File: src/design/rmg_pkg.sv
package rmg_pkg;
  localparam int BufferDepth = 4096;
  localparam int AddrBits = 12;
  localparam int CountBits = 13;
  localparam int SampleBits = 16;
  localparam int EnergyBits = 44;
  localparam logic [15:0] UnityGain = 16'd4096;
  localparam logic [15:0] MaxGainReset = 16'd16384;

  typedef enum logic [2:0] {
    ST_IDLE,
    ST_DIV,
    ST_READ,
    ST_MUL,
    ST_OUT
  } state_t;

  typedef enum logic [1:0] {
    G_IDLE,
    G_DIV,
    G_SQRT,
    G_DONE
  } gain_state_t;

  typedef enum logic {
    OP_LOAD  = 1'b0,
    OP_DRAIN = 1'b1
  } op_t;
endpackage

File: src/design/rmg_gain_unit.sv
module rmg_gain_unit (
  input  logic                                clk,
  input  logic                                rst_n,
  input  logic                                start,
  input  logic [rmg_pkg::EnergyBits-1:0]      ref_energy,
  input  logic [rmg_pkg::EnergyBits-1:0]      proc_energy,
  input  logic [15:0]                         max_gain,
  output logic                                done,
  output logic [15:0]                         gain
);
  import rmg_pkg::*;

  // Restoring divide producing a 32-bit quotient (ratio < 256, 24 fraction bits),
  // then a bit-serial integer square root of that quotient.
  gain_state_t gst_r, gst_nxt;
  logic [6:0]  cnt_r, cnt_nxt;
  logic [EnergyBits:0] rem_r, rem_nxt;
  logic [31:0] q_r, q_nxt;
  logic [67:0] dvd_r, dvd_nxt;
  logic [33:0] sx_r, sx_nxt;
  logic [33:0] sres_r, sres_nxt;
  logic [15:0] gain_r, gain_nxt;
  logic [EnergyBits:0] rsh;
  logic [33:0] trial;
  logic [33:0] xs;

  assign done = (gst_r == G_DONE);
  assign gain = gain_r;

  always_ff @(posedge clk) begin
    if (!rst_n) begin
      gst_r <= G_IDLE;
    end else begin
      gst_r <= gst_nxt;
    end
    cnt_r  <= cnt_nxt;
    rem_r  <= rem_nxt;
    q_r    <= q_nxt;
    dvd_r  <= dvd_nxt;
    sx_r   <= sx_nxt;
    sres_r <= sres_nxt;
    gain_r <= gain_nxt;
  end

  always_comb begin
    gst_nxt  = gst_r;
    cnt_nxt  = cnt_r;
    rem_nxt  = rem_r;
    q_nxt    = q_r;
    dvd_nxt  = dvd_r;
    sx_nxt   = sx_r;
    sres_nxt = sres_r;
    gain_nxt = gain_r;
    rsh      = {rem_r[EnergyBits-1:0], dvd_r[67]};
    xs       = {sx_r[31:0], q_r[31:30]};
    trial    = {sres_r[31:0], 2'b01};
    unique case (gst_r)
      G_IDLE: begin
        if (start) begin
          if (ref_energy == '0 || proc_energy == '0) begin
            gain_nxt = UnityGain;
            gst_nxt  = G_DONE;
          end else if ({8'd0, ref_energy[EnergyBits-1:8]} >= proc_energy) begin
            gain_nxt = max_gain;
            gst_nxt  = G_DONE;
          end else begin
            // dividend is ref_energy << 24; walk 68 bits one per cycle
            dvd_nxt = {ref_energy, 24'd0};
            rem_nxt = '0;
            q_nxt   = '0;
            cnt_nxt = 7'd0;
            gst_nxt = G_DIV;
          end
        end
      end
      G_DIV: begin
        if (rsh >= {1'b0, proc_energy}) begin
          rem_nxt = rsh - {1'b0, proc_energy};
          q_nxt   = {q_r[30:0], 1'b1};
        end else begin
          rem_nxt = rsh;
          q_nxt   = {q_r[30:0], 1'b0};
        end
        dvd_nxt = {dvd_r[66:0], 1'b0};
        cnt_nxt = cnt_r + 7'd1;
        // last quotient bit: hand the quotient to the square root
        if (cnt_r == 7'd67) begin
          gst_nxt  = G_SQRT;
          cnt_nxt  = 7'd0;
          sx_nxt   = '0;
          sres_nxt = '0;
        end
      end
      G_SQRT: begin
        if (xs >= trial) begin
          sx_nxt   = xs - trial;
          sres_nxt = {sres_r[32:0], 1'b1};
        end else begin
          sx_nxt   = xs;
          sres_nxt = {sres_r[32:0], 1'b0};
        end
        q_nxt   = {q_r[29:0], 2'b00};
        cnt_nxt = cnt_r + 7'd1;
        if (cnt_r == 7'd15) begin
          gain_nxt = (sres_nxt[15:0] > max_gain) ? max_gain : sres_nxt[15:0];
          gst_nxt  = G_DONE;
        end
      end
      G_DONE: begin
        gst_nxt = G_IDLE;
      end
      default: gst_nxt = G_IDLE;
    endcase
  end
endmodule

File: config.mk
export PLATFORM = sky130hd
export DESIGN_NAME = rmg_gain_unit
export DESIGN_NICKNAME = d
export VERILOG_FILES = /design/src/design/rmg_pkg.sv /design/src/design/rmg_gain_unit.sv
export SDC_FILE = /design/constraint.sdc
export NUM_CORES = 1
export LEC_CHECK = 0
export ABC_CLOCK_PERIOD_IN_PS = 8900
export CELL_PAD_IN_SITES_DETAIL_PLACEMENT = 0
export CELL_PAD_IN_SITES_GLOBAL_PLACEMENT = 2
export CORE_UTILIZATION = 40
export CTS_BUF_LIST = sky130_fd_sc_hd__clkbuf_4 sky130_fd_sc_hd__clkbuf_8 sky130_fd_sc_hd__clkbuf_16
export CTS_CLUSTER_DIAMETER = 120
export DETAILED_ROUTE_END_ITERATION = 6
export DONT_BUFFER_PORTS = 1
export GPL_ROUTABILITY_DRIVEN = 1
export PLACE_DENSITY = 0.85
export SETUP_SLACK_MARGIN = 0.05
export SLEW_MARGIN = 25
export SYNTH_ARGS = -nofsm -noshare
export SYNTH_HDL_FRONTEND = slang
export SYNTH_SLANG_ARGS = --single-unit
File: constraint.sdc
create_clock -name clk -period 8.9 [get_ports clk]
set_clock_uncertainty 0.05 [all_clocks]
set_input_delay 0.89 -clock clk [delete_from_list [all_inputs] [get_ports clk]]
set_output_delay 0.89 -clock clk [all_outputs]
set_load 0.02 [all_outputs]
== Yosys cells after proc, flatten, opt, wreduce, memory -nomap -nowiden ==
Index checks and enable logic that the tools add are counted.

* Bits in registers: 233
* Output and inout port bits: 17
* Word-level logic and storage cells: 76

* $add $sub $neg: 3
* Magnitude comparators: 4
* Equal/unequal tests: 11
* Mux-type cells: 37
* Reductions and logical operators: 13

{| class="wikitable"
|+ Operators by type and width
! kind !! count
|-
| 2-to-1 mux 68 bit || 3
|-
| 2-to-1 mux 32 bit || 6
|-
| 2-to-1 mux 44 bit || 4
|-
| one-hot mux 68 bit (2 select lines) || 1
|-
| one-hot mux 32 bit (2 select lines) || 2
|-
| one-hot mux 32 bit (3 select lines) || 1
|-
| logical NOT 44 bit || 2
|-
| one-hot mux 44 bit (2 select lines) || 1
|-
| 2-to-1 mux 16 bit || 5
|-
| >= comparator 45 x 44 -> 1 bit || 1
|-
| >= comparator 36 x 44 -> 1 bit || 1
|-
| subtractor 44 bit || 1
|-
| >= comparator 34 bit || 1
|-
| one-hot mux 16 bit (2 select lines) || 1
|-
| subtractor 32 bit || 1
|-
| 2-to-1 mux 7 bit || 4
|-
| one-hot mux 7 bit (3 select lines) || 1
|-
| greater-than comparator 16 bit || 1
|-
| AND reduction 4 bit || 3
|-
| 2-to-1 mux 2 bit || 5
|-
| != test 2 bit (second input constant) || 5
|-
| one-hot mux 2 bit (4 select lines) || 1
|-
| adder 7 x 1 -> 7 bit (second input constant) || 1
|-
| equality test 7 x 4 -> 1 bit (second input constant) || 1
|-
| 11 further kinds || 15
|}

== Longest topological paths before layout ==
Gate-level depths: netlist (run 1).

* Depth after elaboration: 7
* Gate-level depth with buffers: 25

== Worst setup path after synthesis (run 1) ==
Ideal clock, no wire load.

* Path type: register to register
* From: register gst_r[1]
* To: register dvd_r[24], enable pin
* Arrival: 7.139 ns
* Data required time: 8.194 ns
* Path slack: 1.055 ns
* Stages on the path, launching flop included: 6
* Path buffers: 1
* Clock period less this slack: 7.845 ns
* Cell sequence: dfxtp_1 inv_1 ha_1 clkinv_1 clkbuf_1 o21ai_0

* Cells in the longest elaborated chain, start to end: 3
* Elaborated cells on any way between the ends: 7

{| class="wikitable"
|+ Ends and longest elaborated chain
! what !! line !! RTL
|-
| start: declaration || rmg_gain_unit.sv:15 || <nowiki>gain_state_t gst_r, gst_nxt;</nowiki>
|-
| start signal: assignment || rmg_gain_unit.sv:34 || <nowiki>gst_r <= gst_nxt;</nowiki>
|-
| equality test 2 x 1 -> 1 bit or logical NOT 2 bit (tied branches) || rmg_gain_unit.sv:57 || <nowiki>unique case (gst_r)</nowiki>
|-
| nonzero test 2 bit (no line) or != test 2 bit (tied branches) || - ||
|-
| AND reduction 4 bit (no line) (*) || - ||
|-
| end signal: assignment || rmg_gain_unit.sv:39 || <nowiki>dvd_r <= dvd_nxt;</nowiki>
|-
| end: declaration || rmg_gain_unit.sv:19 || <nowiki>logic [67:0] dvd_r, dvd_nxt;</nowiki>
|}

Mark *: on every way between the ends. The rest lies on a longest branch, timed or not.
A chain may end at the register's enable or synchronous reset.

== Final worst setup path (run 1) ==
* From: register sres_r[0]
* To: register gain_r[0], in the netlist gain[0], data pin

* Cells in the longest elaborated chain, start to end: 7

{| class="wikitable"
|+ Ends and longest elaborated chain
! what !! line !! RTL
|-
| start: declaration || rmg_gain_unit.sv:21 || <nowiki>logic [33:0] sres_r, sres_nxt;</nowiki>
|-
| start signal: assignment || rmg_gain_unit.sv:41 || <nowiki>sres_r <= sres_nxt;</nowiki>
|-
| >= comparator 34 bit || rmg_gain_unit.sv:95 || <nowiki>if (xs >= trial) begin</nowiki>
|-
| 2-to-1 mux 1 bit || rmg_gain_unit.sv:95 ||
|-
| 2-to-1 mux 32 bit (*) || rmg_gain_unit.sv:57 ||
|-
| greater-than comparator 16 bit || rmg_gain_unit.sv:105 || <nowiki>gain_nxt = (sres_nxt[15:0] > max_gain) ? max_gain : sres_nxt[15:0];</nowiki>
|-
| 2-to-1 mux 16 bit (*) || rmg_gain_unit.sv:105 ||
|-
| 2-to-1 mux 16 bit (*) || rmg_gain_unit.sv:104 || <nowiki>if (cnt_r == 7'd15) begin</nowiki>
|-
| one-hot mux 16 bit (2 select lines) (*) || rmg_gain_unit.sv:57 ||
|-
| named net gain_nxt[0] || rmg_gain_unit.sv:22 || <nowiki>logic [15:0] gain_r, gain_nxt;</nowiki>
|-
| end signal: assignment || rmg_gain_unit.sv:42 || <nowiki>gain_r <= gain_nxt;</nowiki>
|-
| end: declaration || rmg_gain_unit.sv:22 ||
|}

Mark *: on every way through the listed nets, which the timed path passes. The rest lies on a longest branch. The select of a mux whose other input is x is not followed.

==> qor.tcl, run 1 <==
set qor(chipHeight_um) 192.1
set qor(number_of_antenna_violations_at_the_first_check_in_global_routing) 0
set qor(synth_compound_area_frac) 0.1762
set qor(share_of_yosys_cell_area_claimed_by_the_top_area_cell_type) 0.4301
set qor(clkTransAtPathRegs_ns) 0.06
set qor(pwr-share-comb) 0.454
set qor(yosys_warnings) 0
set qor(max_slew_margin) 0.3722
set qor(timing.critical_path.arrival_ns) 5.46
set qor(postSynthCellCount) 1424
set qor(max_cap_viol_count) 0
set qor(post_cts_resize_count) 0
set qor(status) {finished, final reports clean}
set qor(first_global_vias) 10507
set qor(netlist_top_cells_area) {edfxtp_1 43%, ha_1 12%, a21oi_1 3.9%, nor2_1 3.6%, mux2_2 3.4%}
set qor(fin_hold_ws_ns) 0.4182
set qor(r2r.worst_path.cells) 21
set qor(ant_nets) 0
set qor(reg2reg_from) {sres_r[0]}
set qor(timing.final.max_slew_violations) 0
set qor(post_synth.cell_area_avg_um2) 10.15
set qor(synth.mux.area_fraction) 0.06120
set qor(fmaxAchievable_mhz) 196.2
set qor(clk-insertion-delay-late_ns) 0.55
set qor(report.power.total_mw) 5.590
set qor(r2r_setup_slack_ns) 3.80
set qor(drc) 0
set qor(drive_gt1_frac) 0.08555
set qor(min_path_type) {input pin to flop}
set qor(synth_adder_area_share) 0.1182
set qor(clockPowerShare) 0.212
set qor(cts-buffers-inserted) 26
set qor(regToRegEndpoint) {gain[0]}
set qor(sequential_cell_area_um2) 6256
set qor(postLayoutCoreUtil) 0.4468
set qor(power_frac_seq) 0.334
set qor(globalplace.congestion) 0.8713
set qor(cts_max_path_buffers) 3
set qor(synth_edf_count) 207
set qor(min_from) {rst_n}
set qor(setup_repair_after_global_routing_missed_its_margin) {no}
set qor(simple_gate_fraction_of_synth_area) 0.1215
set qor(firstDrtPassIters) 5
set qor(synthToLayoutAreaGrowth_pct) 9.955
set qor(htree_levels) 1
set qor(wire_per_inst_um) 19.44
set qor(core.rowCount) 69
set qor(cts_num_sinks) 209
set qor(synth_seq_area_share) 0.4328
set qor(timing.critical_path.fanout_max) 31
set qor(cts-hold-fix-buffers) 0
set qor(antenna_cells) 0
set qor(route.vias.total) 10763
set qor(ys_ff_latch) 209
set qor(initial_utilization) 0.4064
set qor(cts_root_buf) {clkbuf_16}
set qor(hold-path-cell-count) 1
set qor(worst_margin_pin_slew_ns) 0.9417
set qor(vdd_ir_drop_max_uv) 195.5
set qor(grt_start_max_net_pins) 70
set qor(finalWorstPathRequiredPeriod_ns) 5.096
set qor(track_usage) 0.2011
set qor(io_buffer_count) 0
set qor(post-cts-setup-buffer-count) 0
set qor(wire_length_of_the_first_global_routing_pass_um) 58200
set qor(finalWirelength_um) 36690
set qor(worst_setup_path_end_kind) {flop}
set qor(setup.worst_path.class) {flop to flop}
set qor(cts_tree) {built}
set qor(top_level_ports) 124
set qor(multi_input_comb_area_um2) 7527
set qor(switching_share) 0.3909
set qor(synthFlopType) {edfxtp_1}
set qor(synth_top_family_by_area) {compound AO/OA/AOI/OAI gates}
set qor(internal_power_mw) 3.405
set qor(min_to) {gst_r[0]}
set qor(worst_setup_path_start_kind) {flop}
set qor(coreArea_um2) 35570
set qor(die_width_um) 192.1
set qor(p_leak_nw) 6.512
set qor(post_synth_cell_types) 71
set qor(fillerInstances) 3389
set qor(async_flop_share) 0
set qor(finalNetCount) 1649
set qor(final-setup-viol-count) 0
set qor(net-switching-power_mw) 2.185
set qor(via_per_inst) 5.704
set qor(hold_viol) 0
set qor(fp.dieArea_um2) 36900
set qor(totalNegativeSetupSlack_ns) 0
set qor(yosys.area.top_type) {edfxtp_1}
set qor(yosys.area_share.xor_xnor) 0.03999
set qor(power-per-cell-area_nw_per_um2) 351.8
set qor(gr_overflow_total) 0
set qor(detailed_place_hpwl_um) 27090
set qor(syn-num-nets) 1667
set qor(layout_worst_path_cycle_share) 0.5726
set qor(detailed_route_iter0_violations) 671
set qor(req_time_crit_path_ns) 9.26
set qor(netlist_area_um2) 14450
[cell usage after synthesis, types with 3 or more instances]
cell / n
a211oi_1: 13
a211oi_2: 5
a21boi_0: 3
a21o_1: 50
a21oi_1: 112
a221o_1: 4
a22o_1: 44
a31oi_1: 12
and2_1: 5
and3_1: 11
and4_1: 3
buf_1: 6
buf_2: 5
buf_6: 5
clkbuf_1: 39
edfxtp_1: 207
ha_1: 135
inv_1: 119
mux2_2: 43
mux2i_1: 40
nand2_1: 90
nand2b_1: 7
nand3_1: 29
nand4_1: 26
nor2_1: 137
nor2b_1: 11
nor3_1: 23
nor4_1: 25
o2111ai_1: 5
o211ai_1: 11
o21a_1: 16
o21ai_0: 47
o21ai_1: 3
o21bai_1: 7
o22ai_1: 5
o31ai_1: 4
or3_1: 6
xnor2_1: 49
xor2_1: 17
[per-stage QoR]
step           setup slack, ns  instances  instance area (µm²)
6_report                 3.804       1887                15890
5_1_grt                  3.386       1887                15890
4_1_cts                  3.782       1887                15890
3_5_place_dp             3.782       1839                14930
3_3_place_gp             3.964       1837                14880
2_1_floorplan            1.055       1424                14450
[power groups by stage]
| stage | Combinational, mW | Clock, mW | Sequential (mW) |
|---|---|---|---|
| 2_1_floorplan | 2.00 | 0 | 1.87 |
| 3_3_place_gp | 2.48 | 0 | 1.88 |
| 3_5_place_dp | 2.53 | 0 | 1.88 |
| 4_1_cts | 2.54 | 1.22 | 1.87 |
| 5_1_grt | 2.83 | 1.25 | 1.92 |
| 6_report | 2.54 | 1.19 | 1.87 |
[worst max path at each step]
stage | from | endpoint | slack, ns | cells past startpoint
after floorplan | gst_r[1] | dvd_r[24] | 1.05 | 5
after global placement | sx_r[22] | gain[8] | 3.96 | 19
after detailed placement | sx_r[22] | gain[5] | 3.78 | 19
after CTS | sres_r[0] | gain[5] | 3.78 | 21
after global routing | sres_r[0] | gain[0] | 3.39 | 21
final | sres_r[0] | gain[0] | 3.80 | 21
[cells in the final DEF, fill, tap and decap left out, drive strengths merged, types with 40 or more instances in the layout]
cell type,synthesis,layout
edfxtp,207,207
nor2,137,137
ha,135,135
inv,120,121
a21oi,113,113
nand2,90,90
o21ai,51,51
a21o,50,50
xnor2,49,49
a22o,44,44
mux2,43,43
mux2i,40,40
[kinds of logic after synthesis]
| logic type | count (synthesis) |
|---|---|
| simple gates | 379 |
| xor+xnor | 66 |
| compound gates | 372 |
| flops | 209 |
| fa+ha+maj | 136 |
| buf+inv | 179 |
| mux | 83 |
[critical path, stage by stage (launching register included)]
cell	delay, ns
edfxtp_1	0.45
inv_1	0.11
ha_1	0.27
nor2b_1	0.17
o2111ai_1	0.22
and3_1	0.27
nor2_1	0.07
o211ai_1	0.30
o31ai_4	0.11
a221o_1	0.33
inv_2	0.46
ha_1	0.26
nor2b_1	0.05
o21a_1	0.15
o21ai_0	0.15
nand2b_1	0.07
a21oi_1	0.13
o21ai_0	0.08
a31oi_1	0.17
a31oi_1	0.11
nor2_1	0.74
a22o_1	0.24
[layout make-up]
class | count | share of cell area
Clock buffer | 34 | 0.04661
Clock inverter | 14 | 0.01378
Inverter | 122 | 0.02881
Multi-Input combinational cell | 1036 | 0.4736
Sequential cell | 209 | 0.3936
Tap cell | 461 | 0.03629
Timing Repair Buffer | 11 | 0.007243
[sequential cells by signal, summed over array words and instances (netlist names)]
register and flops:
cnt_r 7, dvd_r 44, rem_r 44, gst_r 2, sx_r 32, sres_r 32
gain 16, q_r 32
[layer usage]
metal  GRT usage  share of wire  up-vias  wire length, µm
met3     0.03709          0.053       50             1944
met1      0.2784           0.47     5207            17280
met5           0              0        -                0
met4     0.05179          0.024        0              896
met2      0.3216           0.45      231            16570
li1            -              -     5275                -
No activity file was read; power rests on OpenSTA's default activity.
==> inputs of run 2 (changes only) <==
--- a/config.mk
+++ b/config.mk
@@ -5,16 +5,17 @@
 export SDC_FILE = /design/constraint.sdc
 export NUM_CORES = 1
 export LEC_CHECK = 0
-export ABC_CLOCK_PERIOD_IN_PS = 8900
+export ABC_AREA = 1
+export ABC_CLOCK_PERIOD_IN_PS = 4200
 export CELL_PAD_IN_SITES_DETAIL_PLACEMENT = 0
 export CELL_PAD_IN_SITES_GLOBAL_PLACEMENT = 2
-export CORE_UTILIZATION = 40
+export CORE_UTILIZATION = 34
 export CTS_BUF_LIST = sky130_fd_sc_hd__clkbuf_4 sky130_fd_sc_hd__clkbuf_8 sky130_fd_sc_hd__clkbuf_16
 export CTS_CLUSTER_DIAMETER = 120
 export DETAILED_ROUTE_END_ITERATION = 6
 export DONT_BUFFER_PORTS = 1
 export GPL_ROUTABILITY_DRIVEN = 1
-export PLACE_DENSITY = 0.85
+export PLACE_DENSITY = 0.86
 export SETUP_SLACK_MARGIN = 0.05
 export SLEW_MARGIN = 25
 export SYNTH_ARGS = -nofsm -noshare
==> constraint.sdc (replaced) <==
create_clock -name clk -period 4.2 [get_ports clk]
set_clock_uncertainty 0.05 [all_clocks]
set_input_delay 0.42 -clock clk [delete_from_list [all_inputs] [get_ports clk]]
set_output_delay 0.42 -clock clk [all_outputs]
set_load 0.02 [all_outputs]
==> run 2 against run 1 <==
  * Sequential share of layout area decreased by 6.4 points
  * Register-to-register slack got worse by 3.1 ns
  * Critical path type unchanged
  * Largest cell class unchanged
  * Largest power group unchanged
  * Clock power increased by 91%
==> qor.tcl, run 2 <==
set qor(route.vias.total) 15063
set qor(p_leak_nw) 9.432
set qor(chipHeight_um) 225.2
set qor(power-per-cell-area_nw_per_um2) 837.2
set qor(synth_seq_area_share) 0.3692
set qor(sequential_cell_area_um2) 6256
set qor(finalWirelength_um) 54320
set qor(worst_margin_pin_slew_ns) 0.8592
set qor(number_of_antenna_violations_at_the_first_check_in_global_routing) 0
set qor(multi_input_comb_area_um2) 8860
set qor(most-common-layout-cells) {792 x nand2_1, 424 x inv_1, 343 x nor2_1, 207 x edfxtp_1, 133 x ha_1}
set qor(drc) 0
set qor(cts_root_buf) {clkbuf_16}
set qor(drive_gt1_frac) 0.04525
set qor(post-synth-top-count-cell) {nand2_1}
set qor(setup.worst_path.class) {flop to flop}
set qor(most_frequent_cells_after_synthesis) {794 x nand2_1, 424 x inv_1, 343 x nor2_1}
set qor(critical-path-slowest-cell) {o21ai_2}
set qor(finalWorstPathRequiredPeriod_ns) 3.454
set qor(synthFlopType) {edfxtp_1}
set qor(firstDrtPassIters) 5
set qor(postLayoutCoreUtil) 0.3873
set qor(detailed_place_hpwl_um) 43050
set qor(initial_utilization) 0.3454
set qor(synthToLayoutAreaGrowth_pct) 12.12
set qor(vdd_ir_drop_max_uv) 428.3
set qor(min_path_type) {input pin to flop}
set qor(yosys.area.top_type) {edfxtp_1}
set qor(ys_ff_latch) 209
set qor(postSynthCellCount) 2439
set qor(totalNegativeSetupSlack_ns) 0
set qor(netlist_top_cells_area) {edfxtp_1 37%, nand2_1 18%, ha_1 10%, inv_1 9.4%, nor2_1 7.6%}
set qor(fmaxAchievable_mhz) 289.5
set qor(coreArea_um2) 49050
set qor(mostFrequentLayoutCell) {nand2_1}
set qor(clkTransAtPathRegs_ns) 0.06
set qor(io_buffer_count) 0
set qor(max_slew_margin) 0.4272
set qor(final-setup-viol-count) 0
set qor(post-cts-setup-buffer-count) 0
set qor(max_cap_viol_count) 0
set qor(yosys_warnings) 0
set qor(wire_length_of_the_first_global_routing_pass_um) 84020
set qor(crit_chain) {inv_1 > ha_1 > nand2_1 > nor2_1 > nand2_1 > nor2_1 > nand3_1 > nand3_1 > nor2_1 > nand2_2 > inv_2 > ha_1 > inv_1 > a21oi_1 > o21ai_1 > nand2_1 > nand3_1 > nand2_1 > nand2_1 > nand2_1 > o21ai_2 > nand2_1 > nand2_1}
set qor(setup_repair_after_global_routing_missed_its_margin) {no}
set qor(timing.critical_path.arrival_ns) 3.85
set qor(via_per_inst) 4.764
set qor(cp_common_cell) {nand2_1}
set qor(ant_nets) 0
set qor(cts_max_path_buffers) 3
set qor(fp.dieArea_um2) 50730
set qor(htree_levels) 1
set qor(worst_setup_path_end_kind) {flop}
set qor(cts_num_sinks) 209
set qor(fin_hold_ws_ns) 0.03827
set qor(syn-num-nets) 2682
set qor(die_width_um) 225.2
set qor(r2r_setup_slack_ns) 0.75
set qor(first_global_vias) 15005
set qor(synth_edf_count) 207
set qor(globalplace.congestion) 0.9526
set qor(post_synth.cell_area_avg_um2) 6.947
set qor(worst_setup_path_start_kind) {flop}
set qor(gr_overflow_total) 0
set qor(wire_per_inst_um) 17.18
set qor(track_usage) 0.2154
set qor(hold_viol) 0
set qor(status) {finished, final reports clean}
set qor(largestRegisters) {dvd_r (44), rem_r (44)}
set qor(core.rowCount) 81
set qor(netlist_area_um2) 16940
set qor(layout_worst_path_cycle_share) 0.8225
set qor(timing.critical_path.fanout_max) 14
set qor(top_level_ports) 124
set qor(share_of_yosys_cell_area_claimed_by_the_top_area_cell_type) 0.3669
set qor(timing.final.max_slew_violations) 0
set qor(cts-hold-fix-buffers) 42
set qor(async_flop_share) 0
set qor(finalNetCount) 2720
set qor(clk-insertion-delay-late_ns) 0.58
set qor(req_time_crit_path_ns) 4.60
set qor(cts-buffers-inserted) 27
set qor(post_cts_resize_count) 0
set qor(post_synth_cell_types) 45
set qor(detailed_route_iter0_violations) 818
set qor(grt_start_max_net_pins) 106
set qor(cts_tree) {built}
set qor(fillerInstances) 5318
set qor(critical_path.max_stage_delay_ns) 0.50
[run 2: cell types whose count changed after synthesis, sizes merged, moves of 43 or more]
cell and delta:
o21ai +58, inv +310, a21o -46, mux2 -43
nand2 +717, nand3 +50, xnor2 -47, a22o -44
nor2 +226
[run 2: metrics by stage]
step / setup slack [ns] / std cells / instance area (µm²) / power [mW]
5_1_grt: 0.2975 / 3161 / 18990 / 17.40
6_report: 0.7455 / 3162 / 19000 / 15.90
3_5_place_dp: 0.5017 / 3070 / 17710 / 13.65
4_1_cts: 0.4855 / 3161 / 18990 / 16.05
2_1_floorplan: 0.3009 / 2439 / 16950 / 11.05
3_3_place_gp: 0.5756 / 3069 / 17680 / 13.58
[run 2: kinds of logic (layout without fill, tap and decap cells)]
kind of cell / Yosys count / after routing / synth area share
AND/OR/NAND/NOR: 1314 / 1314 / 0.3142
buffers and inverters: 479 / 537 / 0.1106
AO/OA/AOI/OAI: 261 / 261 / 0.08441
flip-flops: 209 / 209 / 0.3692
adder cells (fa/ha/maj): 136 / 136 / 0.1009
XOR/XNOR: 40 / 40 / 0.02068
other: 0 / 1 / 0
[run 2: worst paths after layout]
check / from / end / cells past startpoint
max reg2reg: sres_r[13] / gain[11] / 23
min: max_gain[12] / gain[12] / 2
min reg2reg: gst_r[1] / gst_r[1] / 2
max: sres_r[13] / gain[11] / 23
[run 2: area by class of cell]
class / count / area share
clock inverters: 17 / 0.007311
clock buffers: 32 / 0.03754
diodes: 1 / 0.0001317
repair buffers: 56 / 0.03023
multi-input cells: 1751 / 0.4664
inverters: 432 / 0.08536
well taps: 664 / 0.04373
flip-flops and latches: 209 / 0.3293
[run 2: power breakdown]
part | internal (mW) | total [mW] | switching, mW | leakage (nW)
logic | 2.83 | 9.25 | 6.42 | 6.97
clock network | 1.28 | 2.27 | 0.990 | 0.419
registers | 3.82 | 4.38 | 0.557 | 2.04
total | 7.94 | 15.9 | 7.97 | 9.43
[run 2: per-layer routing]
layer,GRT usage,vias up,wire (µm)
met5,0,-,0
met4,0.06693,0,1732
met3,0.03012,59,2423
met2,0.3853,305,26580
met1,0.2655,6911,23580
li1,-,7788,-
[run 2: worst max-delay path: cells and delay by family (launching register included)]
family          cells  cell delay [ns]
simple gates       15             1.52
compound gates      3             0.68
fa+ha+maj           2             0.51
flops               1             0.39
buf+inv             3             0.17
==> inputs of run 3 (changes only) <==
--- a/config.mk
+++ b/config.mk
@@ -6,7 +6,7 @@
 export NUM_CORES = 1
 export LEC_CHECK = 0
 export ABC_AREA = 1
-export ABC_CLOCK_PERIOD_IN_PS = 4200
+export ABC_CLOCK_PERIOD_IN_PS = 2990
 export CELL_PAD_IN_SITES_DETAIL_PLACEMENT = 0
 export CELL_PAD_IN_SITES_GLOBAL_PLACEMENT = 2
 export CORE_UTILIZATION = 34
==> constraint.sdc (replaced) <==
create_clock -name clk -period 2.99 [get_ports clk]
set_clock_uncertainty 0.05 [all_clocks]
set_input_delay 0.299 -clock clk [delete_from_list [all_inputs] [get_ports clk]]
set_output_delay 0.299 -clock clk [all_outputs]
set_load 0.02 [all_outputs]
==> run 3 against run 2 <==
  * The run now ends with negative setup slack left
  * Sequential power up 41%
  * Final cell count grew 3.5%
  * Clock power up 48%
  * Largest cell class unchanged
  * Register-to-register slack worse by 0.76 ns
  * Highest routed layer unchanged
  * Clock-buffer cell count up 2
==> qor.tcl, run 3 (synthesized netlist as in run 2, its figures left out) <==
set qor(detailed_route_iter0_violations) 1089
set qor(finalWirelength_um) 55610
set qor(max_slew_margin) 0.4667
set qor(r2r_setup_slack_ns) -0.01
set qor(clk-insertion-delay-late_ns) 0.58
set qor(setup_repair_after_global_routing_missed_its_margin) {yes}
set qor(core.rowCount) 81
set qor(min_to) {gst_r[1]}
set qor(chipHeight_um) 225.2
set qor(first_global_vias) 15840
set qor(final-setup-viol-count) 6
set qor(initial_utilization) 0.3454
set qor(route.vias.total) 15772
set qor(failed_checks) {negative setup slack}
set qor(worst_setup_path_start_kind) {flop}
set qor(postLayoutCoreUtil) 0.4216
set qor(track_usage) 0.2223
set qor(layout_worst_path_cycle_share) 1.004
set qor(drc) 0
set qor(hold-path-cell-count) 5
set qor(min_path_type) {input pin to flop}
set qor(finalWorstPathRequiredPeriod_ns) 3.003
set qor(wire_length_of_the_first_global_routing_pass_um) 87620
set qor(die_width_um) 225.2
set qor(r2r.worst_path.cells) 23
set qor(worst_margin_pin_slew_ns) 0.8000
set qor(synthToLayoutAreaGrowth_pct) 22.06
set qor(htree_levels) 1
set qor(hold_viol) 0
set qor(max_cap_viol_count) 0
set qor(fmaxAchievable_mhz) 333.0
set qor(p_leak_nw) 10.09
set qor(min_from) {start}
set qor(number_of_antenna_violations_at_the_first_check_in_global_routing) 0
set qor(cts-buffers-inserted) 28
set qor(reg2reg_from) {sx_r[7]}
set qor(most-common-layout-cells) {756 x nand2_1, 415 x inv_1, 328 x nor2_1, 207 x edfxtp_1, 107 x ha_1}
set qor(ant_nets) 0
set qor(largestRegisters) {dvd_r (44), rem_r (44)}
set qor(status) {finished, violations left}
set qor(timing.critical_path.arrival_ns) 3.41
set qor(req_time_crit_path_ns) 3.40
set qor(vdd_ir_drop_max_uv) 596.9
set qor(setup.worst_path.class) {flop to flop}
set qor(coreArea_um2) 49050
set qor(fp.dieArea_um2) 50730
set qor(gr_overflow_total) 0
set qor(cts_max_path_buffers) 3
set qor(cts_tree) {built}
set qor(drive_gt1_frac) 0.1211
set qor(grt_start_max_net_pins) 87
set qor(via_per_inst) 4.817
set qor(regToRegEndpoint) {gain[5]}
set qor(globalplace.congestion) 0.9292
set qor(finalNetCount) 2832
set qor(mostFrequentLayoutCell) {nand2_1}
set qor(power-per-cell-area_nw_per_um2) 1214
set qor(wire_per_inst_um) 16.99
set qor(io_buffer_count) 0
set qor(firstDrtPassIters) 5
set qor(top_level_ports) 124
set qor(timing.final.max_slew_violations) 0
set qor(timing.final.ws_setup_ns) -0.01334
set qor(detailed_place_hpwl_um) 43290
set qor(worst_setup_path_end_kind) {flop}
set qor(cts_root_buf) {clkbuf_16}
set qor(crit_start) {sx_r[7]}
set qor(cts_num_sinks) 209
set qor(totalNegativeSetupSlack_ns) -0.03903
set qor(clkTransAtPathRegs_ns) 0.06
set qor(timing.critical_path.fanout_max) 7
-- run 3: cell count changes in the layout (fill, tap and decap cells not counted), sizes merged --
cell and delta:
buf +91, clkbuf +3, clkinv +1, clkinvlp -1, inv -1, dlygate4sd3 +19
-- run 3: critical path: stages, from the launching register on --
cell	delay [ns]
edfxtp_1	0.42
ha_4	0.34
nand2_4	0.09
nor2_4	0.12
nand2_2	0.08
nor2_4	0.15
nand3_2	0.10
nand3_2	0.07
nor2_2	0.05
nand2_4	0.09
inv_4	0.04
ha_4	0.14
inv_2	0.04
a21oi_2	0.04
o21ai_1	0.13
nand2_1	0.06
nand3_1	0.06
nand2_1	0.06
nand2_2	0.10
nand2_4	0.09
o21ai_4	0.22
clkbuf_16	0.19
nand2_1	0.05
nand2_1	0.05
-- run 3: worst max path at each step --
stage / to / slack [ns] / depth (start not counted)
finish: gain[5] / -0.01 / 23
global placement: gain[0] / -0.20 / 22
CTS: gain[13] / 0.03 / 26
global route: gain[7] / -0.17 / 23
detailed placement: gain[0] / -0.23 / 22
floorplan: gain[10] / 0.05 / 27
-- run 3: metal layers --
| layer | up-vias | GRT usage | routed length [µm] |
|---|---|---|---|
| li1 | 8018 | - | - |
| met1 | 7352 | 0.2880 | 25130 |
| met2 | 315 | 0.3878 | 26370 |
| met3 | 87 | 0.02855 | 2535 |
| met4 | 0 | 0.05793 | 1569 |
| met5 | - | 0 | 0 |
-- run 3: cell type report --
| class | instances | area, µm² |
|---|---|---|
| Sequential cell | 209 | 6256 |
| Inverter | 432 | 1625 |
| Clock inverter | 16 | 152.6 |
| Clock buffer | 34 | 758.2 |
| Antenna cell | 1 | 2.502 |
| Fill cell | 5205 | 28370 |
| Multi-Input combinational cell | 1751 | 9553 |
| Tap cell | 664 | 830.8 |
| Timing Repair Buffer | 167 | 1503 |
-- run 3: through the flow --
stage | setup WS [ns] | instances | hold slack, ns | power, mW | area (µm²)
detailed placement | -0.2345 | 3145 | 0.3655 | 20.74 | 18630
floorplan | 0.05020 | 2439 | 0.3582 | 16.11 | 17310
CTS | 0.02991 | 3260 | -0.1692 | 24.84 | 20370
global placement | -0.1978 | 3145 | 0.3684 | 20.56 | 18630
global route | -0.1739 | 3273 | 0.1646 | 27.34 | 20680
finish | -0.01334 | 3274 | 0.1034 | 25.11 | 20680
-- run 3: what timing repair did --
item                                    4_1_cts  5_1_grt
pin swaps                                    18       22
hold endpoints to repair                     62        1
hold buffers                                 60        1
gates resized for setup                      45       58
cloned                                        0        1
setup buffers                                 5       11
endpoints found under the setup margin       16       45
-- run 3: report_power, final --
group	internal [mW]	switching (mW)
logic	5.65	9.91
registers	5.36	0.836
clock network	1.91	1.45
